$ cat src/sv/grt3d_pkg.sv
`default_nettype none
package grt3d_pkg;

    localparam int COORD_WIDTH = 32;

    localparam int TW = 31;
    localparam logic [TW-1:0] T_MAX = {TW{1'b1}};

    localparam logic [2:0] REG_MIN_X   = 3'd0;
    localparam logic [2:0] REG_MIN_Y   = 3'd1;
    localparam logic [2:0] REG_MIN_Z   = 3'd2;
    localparam logic [2:0] REG_WIDTH_X = 3'd3;
    localparam logic [2:0] REG_WIDTH_Y = 3'd4;
    localparam logic [2:0] REG_WIDTH_Z = 3'd5;
    localparam logic [2:0] REG_SHIFT   = 3'd6;

    typedef struct packed {
        logic [COORD_WIDTH-1:0] origin_x;
        logic [COORD_WIDTH-1:0] origin_y;
        logic [COORD_WIDTH-1:0] origin_z;
        logic [COORD_WIDTH-1:0] dir_x;
        logic [COORD_WIDTH-1:0] dir_y;
        logic [COORD_WIDTH-1:0] dir_z;
        logic [30:0]            length_limit;
    } t_ray;

    typedef struct packed {
        logic [11:0] cell_index;
        logic [3:0]  cell_x;
        logic [3:0]  cell_y;
        logic [3:0]  cell_z;
        logic        last;
    } t_cell;

    typedef enum logic [3:0] {
        ST_IDLE,
        ST_CELL_START,
        ST_CELL_DIV,
        ST_CELL_CHECK,
        ST_CROSS_START,
        ST_CROSS_DIV,
        ST_STEP_START,
        ST_STEP_DIV,
        ST_NEXT_AXIS,
        ST_EMIT,
        ST_WAIT
    } t_state;

endpackage
`default_nettype wire

$ cat src/sv/grid_ray_traversal_3ddda.sv
// 3d-dda grid walker: one ray item in, one item per visited cell out.
// input channel i_ray_*: origin and direction in q16.16, length limit in q15.16.
// output channel o_cell_*: cell index and coordinates, last set on the final
// cell of a ray. configuration writes go through i_cfg_we / i_cfg_index /
// i_cfg_data; the user must write them only while the block is idle, which
// the block itself does not enforce. setup runs per axis on one shared
// restoring divider that produces one quotient bit per cycle over 50 bits:
// a load state and a division each for the cell search, the crossing t and
// the step t, with a range check after the cell search and an axis advance
// after the step t. once all three axes are set up, each cell item is
// registered in the emit state, which picks the axis, and the wait state
// updates the cell and crossing t of that axis.
// the input is not ready during a walk; with a nonzero grid shift, a ray
// whose origin is outside the grid yields no items. a stalled receiver
// holds the current cell item in the output register and the walk pauses.
// reset (synchronous, active low) returns to idle and loads the register
// defaults.
`default_nettype none
module grid_ray_traversal_3ddda #(
    parameter int MAX_GRID_SHIFT = 4
) (
    input  wire logic                i_clk,
    input  wire logic                i_rst_n,
    input  wire logic                i_ray_valid,
    output logic                     o_ray_ready,
    input  wire grt3d_pkg::t_ray     i_ray,
    output logic                     o_cell_valid,
    input  wire logic                i_cell_ready,
    output grt3d_pkg::t_cell         o_cell,
    input  wire logic                i_cfg_we,
    input  wire logic [2:0]          i_cfg_index,
    input  wire logic [grt3d_pkg::COORD_WIDTH-1:0] i_cfg_data
);
    import grt3d_pkg::*;

    localparam int CW = COORD_WIDTH;
    localparam int NW = CW + 2;          // numerator / difference width
    localparam int DW = NW + 16;         // dividend with fraction
    localparam int SW = 3;
    localparam int QB = $clog2(DW + 1);
    localparam logic [5:0] CNT_LAST = 6'(3 * ((1 << MAX_GRID_SHIFT) - 1));

    logic signed [CW-1:0] r_min [3];
    logic [30:0]          r_cw  [3];
    logic [2:0]           r_shift;

    t_state r_state, n_state;
    t_ray   r_ray;
    logic [1:0] r_ax;
    logic [3:0] r_cell [3];
    logic [TW-1:0] r_nct [3];
    logic [TW-1:0] r_cst [3];
    logic [2:0] r_neg;
    logic       r_ovalid;
    t_cell      r_out;
    logic [5:0] r_cnt;
    logic [1:0] r_sel;

    // divider
    logic [DW-1:0] r_rem;
    logic [DW-1:0] r_quo;
    logic [DW-1:0] r_num;
    logic [NW-1:0] r_den;
    logic [QB-1:0] r_bit;
    logic          r_negd;

    logic [SW-1:0] sh;
    assign sh = (r_shift > SW'(MAX_GRID_SHIFT)) ? SW'(MAX_GRID_SHIFT) : r_shift;

    // per-axis operand selection
    logic signed [CW-1:0] o_ax, d_ax, mn_ax;
    logic [NW-1:0] cw_ax;

    logic signed [CW-1:0] ox [3];
    logic signed [CW-1:0] dx [3];
    assign ox[0] = CW'(signed'(r_ray.origin_x));
    assign ox[1] = CW'(signed'(r_ray.origin_y));
    assign ox[2] = CW'(signed'(r_ray.origin_z));
    assign dx[0] = CW'(signed'(r_ray.dir_x));
    assign dx[1] = CW'(signed'(r_ray.dir_y));
    assign dx[2] = CW'(signed'(r_ray.dir_z));
    assign o_ax  = ox[r_ax];
    assign d_ax  = dx[r_ax];
    assign mn_ax = r_min[r_ax];
    assign cw_ax = (r_cw[r_ax] == '0) ? NW'(1) : NW'(r_cw[r_ax]);

    logic signed [NW-1:0] diff;
    assign diff = NW'(o_ax) - NW'(mn_ax);
    logic [NW-1:0] absd;
    assign absd = d_ax[CW-1] ? NW'(-NW'(d_ax)) : NW'(d_ax);
    logic pos;
    assign pos = !d_ax[CW-1] && (d_ax != '0);

    // divider step
    logic [DW:0] trial;
    assign trial = {r_rem[DW-1:0], r_num[DW-1]} - {1'b0, {(DW-NW){1'b0}}, r_den};

    logic [DW-1:0] q_full;
    assign q_full = {r_quo[DW-2:0], ~trial[DW]};

    logic [TW-1:0] tq;
    assign tq = (r_quo > DW'(T_MAX)) ? T_MAX : TW'(r_quo);

    // axis choice
    logic [1:0] pick;
    always_comb begin
        if (r_nct[0] < r_nct[1]) pick = (r_nct[0] < r_nct[2]) ? 2'd0 : 2'd2;
        else                     pick = (r_nct[1] < r_nct[2]) ? 2'd1 : 2'd2;
    end

    logic [3:0] size_m1;
    assign size_m1 = 4'((5'd1 << sh) - 5'd1);
    logic stop;
    always_comb begin
        if (r_ray.length_limit < r_nct[pick]) stop = 1'b1;
        else if (r_neg[pick]) stop = (r_cell[pick] == '0);
        else stop = (r_cell[pick] >= size_m1);
    end
    logic [11:0] idx;
    assign idx = 12'(r_cell[0]) + (12'(r_cell[1]) << sh) + (12'(r_cell[2]) << (2 * sh));

    assign o_ray_ready  = (r_state == ST_IDLE);
    assign o_cell_valid = r_ovalid;
    assign o_cell       = r_out;

    // cell = floor(diff / cw): divide |diff|, fix sign using remainder
    logic [NW-1:0] remv;
    assign remv = NW'(r_rem);

    // cell value after cell-division (quotient in r_quo, nonzero-remainder flag in r_rem)
    logic signed [NW+4:0] qcell;
    assign qcell = r_negd ? -(NW+5)'(r_quo) - ((remv != '0) ? 1 : 0) : (NW+5)'(r_quo);
    logic outside;
    assign outside = (sh != '0) && (qcell < 0 || qcell > (NW+5)'(size_m1));

    logic [3:0] cellv;
    assign cellv = (sh == '0) ? 4'd0 : 4'(qcell);

    always_comb begin
        n_state = r_state;
        unique case (r_state)
            ST_IDLE:        if (i_ray_valid) n_state = ST_CELL_START;
            ST_CELL_START:  n_state = ST_CELL_DIV;
            ST_CELL_DIV:    if (r_bit == '0) n_state = ST_CELL_CHECK;
            ST_CELL_CHECK:  n_state = outside ? ST_IDLE : ST_CROSS_START;
            ST_CROSS_START: n_state = ST_CROSS_DIV;
            ST_CROSS_DIV:   if (r_bit == '0) n_state = ST_STEP_START;
            ST_STEP_START:  n_state = ST_STEP_DIV;
            ST_STEP_DIV:    if (r_bit == '0) n_state = ST_NEXT_AXIS;
            ST_NEXT_AXIS:   n_state = (r_ax == 2'd2) ? ST_EMIT : ST_CELL_START;
            ST_EMIT: begin
                if (!r_ovalid || i_cell_ready)
                    n_state = (stop || r_cnt == CNT_LAST) ? ST_IDLE : ST_WAIT;
            end
            ST_WAIT:        n_state = ST_EMIT;
            default:        n_state = ST_IDLE;
        endcase
    end

    // boundary offset from origin: for pos, (cell+1)*cw - diff; else diff - cell*cw
    logic signed [NW+20:0] cb_off;
    logic signed [NW+20:0] diff_w;
    assign diff_w = (NW+21)'(diff);
    assign cb_off = pos ? ((NW+21)'(r_cell[r_ax]) + 1) * (NW+21)'(cw_ax) - diff_w
                        : diff_w - (NW+21)'(r_cell[r_ax]) * (NW+21)'(cw_ax);

    always_ff @(posedge i_clk) begin
        if (!i_rst_n) begin
            r_state  <= ST_IDLE;
            r_ovalid <= 1'b0;
            r_shift  <= 3'd4;
            r_ax     <= 2'd0;
            r_cnt    <= '0;
            r_neg    <= '0;
            for (int k = 0; k < 3; k++) begin
                r_min[k]  <= '0;
                r_cw[k]   <= 31'd65536;
                r_cell[k] <= '0;
                r_nct[k]  <= '0;
                r_cst[k]  <= '0;
            end
        end else begin
            r_state <= n_state;
            if (i_cfg_we) begin
                unique case (i_cfg_index)
                    REG_MIN_X:   r_min[0] <= i_cfg_data;
                    REG_MIN_Y:   r_min[1] <= i_cfg_data;
                    REG_MIN_Z:   r_min[2] <= i_cfg_data;
                    REG_WIDTH_X: r_cw[0]  <= 31'(i_cfg_data);
                    REG_WIDTH_Y: r_cw[1]  <= 31'(i_cfg_data);
                    REG_WIDTH_Z: r_cw[2]  <= 31'(i_cfg_data);
                    REG_SHIFT:   r_shift  <= 3'(i_cfg_data);
                    default: ;
                endcase
            end
            if (r_ovalid && i_cell_ready && r_state != ST_EMIT) r_ovalid <= 1'b0;
            unique case (r_state)
                ST_IDLE: begin
                    r_ray <= i_ray;
                    r_ax  <= 2'd0;
                    r_cnt <= '0;
                end
                ST_CELL_START: begin
                    r_negd <= diff[NW-1];
                    r_num  <= DW'(diff[NW-1] ? -diff : diff) << 16;
                    r_rem  <= '0;
                    r_quo  <= '0;
                    r_den  <= cw_ax;
                    r_bit  <= QB'(DW);
                end
                ST_CELL_DIV, ST_CROSS_DIV, ST_STEP_DIV: begin
                    if (r_bit != '0) begin
                        r_num <= r_num << 1;
                        r_quo <= q_full;
                        r_rem <= trial[DW] ? {r_rem[DW-2:0], r_num[DW-1]} : DW'(trial);
                        r_bit <= r_bit - 1'b1;
                    end else if (r_state == ST_CELL_DIV) begin
                        // undo the 16 fraction bits
                        r_rem <= DW'({r_quo[15:0] != '0 || r_rem != '0});
                        r_quo <= r_quo >> 16;
                    end else if (r_state == ST_CROSS_DIV) begin
                        r_nct[r_ax] <= (d_ax == '0) ? T_MAX : tq;
                    end else begin
                        r_cst[r_ax] <= (d_ax == '0) ? '0 : tq;
                    end
                end
                ST_CELL_CHECK: begin
                    r_cell[r_ax] <= cellv;
                    r_neg[r_ax]  <= !pos;
                end
                ST_CROSS_START: begin
                    r_num <= (cb_off <= 0) ? '0 : DW'(cb_off) << 16;
                    r_rem <= '0;
                    r_quo <= '0;
                    r_den <= absd;
                    r_bit <= QB'(DW);
                end
                ST_STEP_START: begin
                    r_num <= DW'(cw_ax) << 16;
                    r_rem <= '0;
                    r_quo <= '0;
                    r_den <= absd;
                    r_bit <= QB'(DW);
                end
                ST_NEXT_AXIS: r_ax <= (r_ax == 2'd2) ? 2'd0 : r_ax + 1'b1;
                ST_EMIT: begin
                    if (!r_ovalid || i_cell_ready) begin
                        r_ovalid         <= 1'b1;
                        r_out.cell_index <= idx;
                        r_out.cell_x     <= r_cell[0];
                        r_out.cell_y     <= r_cell[1];
                        r_out.cell_z     <= r_cell[2];
                        r_out.last       <= stop || (r_cnt == CNT_LAST);
                        r_cnt            <= r_cnt + 1'b1;
                        r_sel            <= pick;
                    end
                end
                ST_WAIT: begin
                    if (r_neg[r_sel]) r_cell[r_sel] <= r_cell[r_sel] - 1'b1;
                    else              r_cell[r_sel] <= r_cell[r_sel] + 1'b1;
                    r_nct[r_sel] <= (r_nct[r_sel] > T_MAX - r_cst[r_sel]) ? T_MAX
                                    : r_nct[r_sel] + r_cst[r_sel];
                end
                default: ;
            endcase
        end
    end

    a_ready_idle: assert property (@(posedge i_clk) disable iff (!i_rst_n)
        o_ray_ready |-> (r_state == ST_IDLE)) else $error("ready outside idle");
    a_out_hold: assert property (@(posedge i_clk) disable iff (!i_rst_n)
        (o_cell_valid && !i_cell_ready) |=> $stable(o_cell)) else $error("out changed");
    a_valid_hold: assert property (@(posedge i_clk) disable iff (!i_rst_n)
        (o_cell_valid && !i_cell_ready) |=> o_cell_valid) else $error("valid dropped");
    a_no_accept_busy: assert property (@(posedge i_clk) disable iff (!i_rst_n)
        (r_state == ST_EMIT) |-> !o_ray_ready) else $error("ready in walk");

endmodule
`default_nettype wire

$ cat config.mk
export PLATFORM = sky130hd
export DESIGN_NAME = grid_ray_traversal_3ddda
export DESIGN_NICKNAME = d
export VERILOG_FILES = /design/src/sv/grt3d_pkg.sv /design/src/sv/grid_ray_traversal_3ddda.sv
export SDC_FILE = /design/constraint.sdc
export NUM_CORES = 2
export LEC_CHECK = 0
export BUFFER_PORTS_ARGS = -buffer_cell sky130_fd_sc_hd__buf_2
export CORE_MARGIN = 3
export CORE_UTILIZATION = 50
export CTS_CLUSTER_SIZE = 40
export DETAILED_ROUTE_END_ITERATION = 7
export PLACE_DENSITY_LB_ADDON = 0.15
export SKIP_LAST_GASP = 1
export SLEW_MARGIN = 20
export SYNTH_ARGS = -nofsm -noshare
export SYNTH_HDL_FRONTEND = slang
export SYNTH_SLANG_ARGS = --single-unit
$ cat constraint.sdc
create_clock -name i_clk -period 42 [get_ports i_clk]
set_input_delay 4.2 -clock i_clk [delete_from_list [all_inputs] [get_ports i_clk]]
set_output_delay 4.2 -clock i_clk [all_outputs]
set_load 0.05 [all_outputs]
Yosys cells after proc, flatten, opt, wreduce, memory -nomap -nowiden
Memory sizes are Yosys's and may differ from the RTL's. A register that Yosys moved wholly into a read port is not among the register bits.
Index checks and enable logic that the tools add are counted.
{"block": "word_totals", "mem_count": 5, "register_bits": 460, "wordCells": 294, "inputBits": 263, "ram_bits": 387, "mem_bits_ro": 0, "output_inout_bits": 27, "latch_bits": 0}
{"memory": "r_min", "words": 3, "word_bits": 32, "rd": 1, "rd_ports_with_merged_regs": 1, "write_ports": 3, "line_no": "grid_ray_traversal_3ddda.sv:43", "text": "logic signed [CW-1:0] r_min [3];"}
{"memory": "r_cst", "words": 3, "word_bits": 31, "rd": 1, "rd_ports_with_merged_regs": 1, "write_ports": 3, "line_no": "grid_ray_traversal_3ddda.sv:52", "text": "logic [TW-1:0] r_cst [3];"}
{"memory": "r_cw", "words": 3, "word_bits": 31, "rd": 1, "rd_ports_with_merged_regs": 1, "write_ports": 3, "line_no": "grid_ray_traversal_3ddda.sv:44", "text": "logic [30:0] r_cw [3];"}
{"memory": "r_nct", "words": 3, "word_bits": 31, "rd": 5, "rd_ports_with_merged_regs": 1, "write_ports": 3, "line_no": "grid_ray_traversal_3ddda.sv:51", "text": "logic [TW-1:0] r_nct [3];"}
{"memory": "r_cell", "words": 3, "word_bits": 4, "rd": 6, "rd_ports_with_merged_regs": 2, "write_ports": 3, "line_no": "grid_ray_traversal_3ddda.sv:50", "text": "logic [3:0] r_cell [3];"}
{"block": "classes", "multipliers": 2, "div_mod_pow": 0, "bitwise_logic": 9, "n_addsub": 19, "n_mux": 141, "reduce_logical": 48, "magnitude_cmp": 16, "eq_ne": 26, "shifts": 3}
{"operator": "50-bit 2-to-1 mux", "count": 7}
{"operator": "31-bit 2-to-1 mux", "count": 11}
{"operator": "32-bit 2-to-1 mux", "count": 7}
{"operator": "50-bit case mux with 2 select lines", "count": 2}
{"operator": "50-bit case mux with 4 select lines", "count": 1}
{"operator": "32-bit binary-select mux with 2-bit select", "count": 2}
{"operator": "31-bit < comparator", "count": 4}
{"operator": "31-bit OR reduction", "count": 3}
{"operator": "34-bit 2-to-1 mux", "count": 2}
{"operator": "34-bit case mux with 2 select lines", "count": 1}
{"operator": "1-bit 2-to-1 mux", "count": 65}
{"operator": "55-bit by 1-bit less-or-equal comparator with 1-bit output (second input constant)", "count": 1}
{"operator": "55-bit 2-to-1 mux", "count": 1}
{"operator": "51-bit by 34-bit subtractor with 51-bit output", "count": 1}
{"operator": "50-bit by 31-bit > comparator with 1-bit output (second input constant)", "count": 1}
{"operator": "50-bit nonzero test", "count": 1}
{"operator": "4-bit 2-to-1 mux", "count": 11}
{"operator": "4-bit case mux with 11 select lines", "count": 1}
{"operator": "39-bit by 4-bit > comparator with 1-bit output", "count": 1}
{"operator": "39-bit by 1-bit < comparator with 1-bit output (second input constant)", "count": 1}
{"operator": "39-bit 2-to-1 mux", "count": 1}
{"operator": "39-bit negation", "count": 1}
{"operator": "39-bit by 1-bit subtractor with 39-bit output", "count": 1}
{"operator": "37-bit by 33-bit subtractor with 38-bit output", "count": 1}
{"operator": "69 further kinds", "count": 136}

Logic depth before layout (Yosys ltp)
An unclocked memory read counts as a cell.
{"block": "logic_depth", "word_depth": 12, "depth_mapped": 45, "mapped_depth_nobuf": 41}

Least setup slack after synthesis
Ideal clock, no wire load.
{"block": "synth_timing", "path_kind": "in2reg", "start": "in i_rst_n", "end": "reg r_quo[0] (enable)", "setup_ns": 1.093, "path_slack_ns": 20.685, "required_time_ns": 40.907, "arrival_ns": 20.222, "cell_stages": 3, "n_path_buf": 1, "path_cell_list": "clkbuf_1 clkinv_1 a2111oi_0"}
{"block": "synth_via", "elab_chain_len": 1}
{"element": "start, declared", "line_no": "grid_ray_traversal_3ddda.sv:23", "text": "input wire logic i_rst_n,"}
{"element": "3-bit AND reduction (no line)"}
{"element": "end signal, assigned", "line_no": "grid_ray_traversal_3ddda.sv:214", "text": "r_quo <= q_full;"}
{"element": "end signal, assigned", "line_no": "grid_ray_traversal_3ddda.sv:220", "text": "r_quo <= r_quo >> 16;"}
{"element": "end, declared", "line_no": "grid_ray_traversal_3ddda.sv:61", "text": "logic [DW-1:0] r_quo;"}
No other way between the ends.
A chain may end at the register's enable or synchronous reset.

==> metrics.yaml <==
status: "completed"
synth_area_um2: 62200
cts_sinks: 901
initial_core_util: 0.507
critPathMaxFanout: 67
p_leak_nw: 28.4
comb_power_share: 0.451
switching_share: 0.397
final_common_cell: "edfxtp_1"
grt-ovfl-total: 0
holdCritPathClass: "reg -> reg"
syn_inst: 6128
timing.final.ws_setup_ps: 30060
slowest_stage: "dfxtp_4"
vias: 47800
drt-initial-drc-count: 4475
drv_slew: 0
cp_top_family: "compound AO/OA/AOI/OAI gates"
grt_usage: 0.291
die_width_um: 359
htree_levels: 3
slew-limit-headroom: 0.241
place_inst: 7883
ant_nets: 0
switchingPower_mw: 1.55
async_reset_ff_frac: 0
slowest_delay_ps: 680
stdcell_count: 8080
portBuffers: 289
cts-root-buf: "clkbuf_16"
worst-path-buf-inv: 5
ys_types: 93
synth_top_family_by_area: "adder cells"
p_per_area_nw_per_um2: 56.7
period_share: 0.284
max_freq_ghz: 0.0837
synthXorXnorAreaFrac: 0.0424
cts_tree: "built"
drv_cap: 0
rows: 128
placed_area_um2: 65600
pwr-share-clk: 0.232
ctsHoldBuffers: 0
internal_power_mw: 2.36
post_cts_buffers: 0
synthSimpleGateAreaFrac: 0.141
ys_seq_area_frac: 0.431
core_um2: 123000
vias_per_cell: 5.92
rsz0062_at_grt: "no"
wirelength_mm: 189
wl_per_cell_um: 23.3
fin_setup_tns_ps: 0
synthFlopType: "edfxtp_1"
p_total_mw: 3.92
hold_ws_ps: 517
worstSkewPairLatency_ps: 740
dpl.hpwl_mm: 138
worstMarginPinSlew_ps: 1140
p_seq_frac: 0.318
grt_antenna_before_repair: 18
synth_adder_area_share: 0.146
cts_buffer_depth: 3
post-place-ws_ps: 30290
crit_path_start_kind: "flip-flop"
final_cell_mix: "edfxtp_1 (878), nor2_1 (593), nand2_1 (582)"
fin_util: 0.563
ys.warnings.count: 0
drive_gt1_frac: 0.106
gp_congestion: 0.955
hold_violations: 0
critPathCaptureType: "flip-flop"
critPathRequiredTime_ps: 42560
ios: 290
dr.pass1.iters: 7
die-area_um2: 129000
synth_compound_area_frac: 0.138
synth_mux_area_frac: 0.0549
syn_avg_cell_area_um2: 10.1
skew_ps: 27.7
cts_buffers: 98
fin_nets: 7253
synthToLayoutAreaGrowth_pct: 11.0
drc_errors: 0
cp.arrival_ps: 12500
die_h_um: 359
stdcell_area_um2: 69000
synth.ff_latch_count: 901
cts_resized: 0
ir_drop_v: 0.0000393
critPathKind: "reg -> reg"
grt_max_degree: 189
grt_pass1_vias: 47100
period_needed_ps: 11940
setup_viol: 0
clk_pin_slew_worst_paths_ps: 60
grt_pass1_wl_mm: 285
synth-edff-count: 878
==> kinds of logic (layout without fill, tap and decap cells) <==
kind of cell,after synthesis,count (layout)
AND/OR/NAND/NOR,1885,1885
AO/OA/AOI/OAI,1400,1400
flip-flops,901,901
buffers and inverters,754,1065
adder cells (fa/ha/maj),632,632
XOR/XNOR,301,301
multiplexers,254,254
other,1,17
==> synth_stat cells (all sizes together), types with 13 or more instances <==
master | n | area [µm²]
o211ai | 40 | 300
nor2b | 88 | 551
mux4 | 69 | 1550
buf | 56 | 231
o21bai | 29 | 218
a221oi | 13 | 114
fa | 156 | 3120
nand3 | 88 | 440
and3b | 13 | 114
o21ai | 383 | 1920
inv | 506 | 1900
o31ai | 24 | 204
nand2 | 588 | 2210
ha | 476 | 5960
and3 | 25 | 156
mux2i | 178 | 1780
nor3 | 80 | 405
a221o | 15 | 150
or3 | 23 | 144
nand3b | 13 | 97.6
a211oi | 32 | 245
or4 | 13 | 97.6
edfxtp | 878 | 26400
a21oi | 457 | 2290
a21o | 159 | 1190
and2 | 133 | 832
nor4 | 40 | 250
xor2 | 89 | 780
a31oi | 27 | 169
nand2b | 66 | 413
dfxtp | 23 | 460
o22ai | 33 | 206
a211o | 13 | 114
xnor2 | 212 | 1860
nand4 | 61 | 382
o21a | 60 | 450
or2 | 22 | 140
nor3b | 14 | 110
nor2 | 598 | 2240
clkbuf | 191 | 717
==> flip-flops by register name, indices dropped and copies added (netlist names), 3 cells and up, named ones only <==
name and cells:
r_cw 93, dx 96, o_cell 25, r_ray 31
r_nct 124, r_den 34, r_bit 6, r_shift 3
r_rem 50, r_neg 3, ox 96, r_cell 16
r_cst 124, r_quo 50, r_num 34, r_state 4
r_cnt 6, r_min 96
==> worst register-to-register path, delay by kind of cell (launching register included) <==
family / cells / cell delay [ps]
AO/OA/AOI/OAI: 22 / 5050
XOR/XNOR: 2 / 280
adder cells (fa/ha/maj): 5 / 2260
buffers and inverters: 5 / 1850
flip-flops: 1 / 680
AND/OR/NAND/NOR: 6 / 1640
==> power groups by stage <==
stage / Combinational (mW) / Clock, mW / Sequential [mW]
floorplan: 1.28 / 0 / 1.26
global placement: 1.71 / 0 / 1.26
detailed placement: 1.73 / 0 / 1.26
CTS: 1.74 / 0.919 / 1.24
global route: 1.94 / 0.955 / 1.25
finish: 1.76 / 0.907 / 1.24
==> layout make-up <==
type / count / area (µm²)
fill: 10800 / 53700
timing repair buffer: 373 / 2090
inverter: 507 / 1900
multi-input combinational: 4477 / 32800
sequential: 901 / 26800
tap: 1625 / 2030
clock buffer: 126 / 2590
clock inverter: 59 / 774
antenna: 12 / 30.0
==> per-layer routing <==
metal	vias up	global-route usage	wire length, µm
li1	22400	-	-
met1	23500	0.362	74900
met2	1614	0.506	93500
met3	345	0.0456	11600
met4	6	0.121	8550
met5	-	0	29
==> final timing paths <==
check | from | to | slack, ps | cells after the start
hold reg to reg | r_cnt[5] | r_cnt[5] | 520 | 2
setup reg to reg | flip-flop | r_num[25] | 30060 | 40
setup / recovery | flip-flop | r_num[25] | 30060 | 40
hold / removal | r_cnt[5] | r_cnt[5] | 520 | 2
Power figures use the tool's default switching activity.
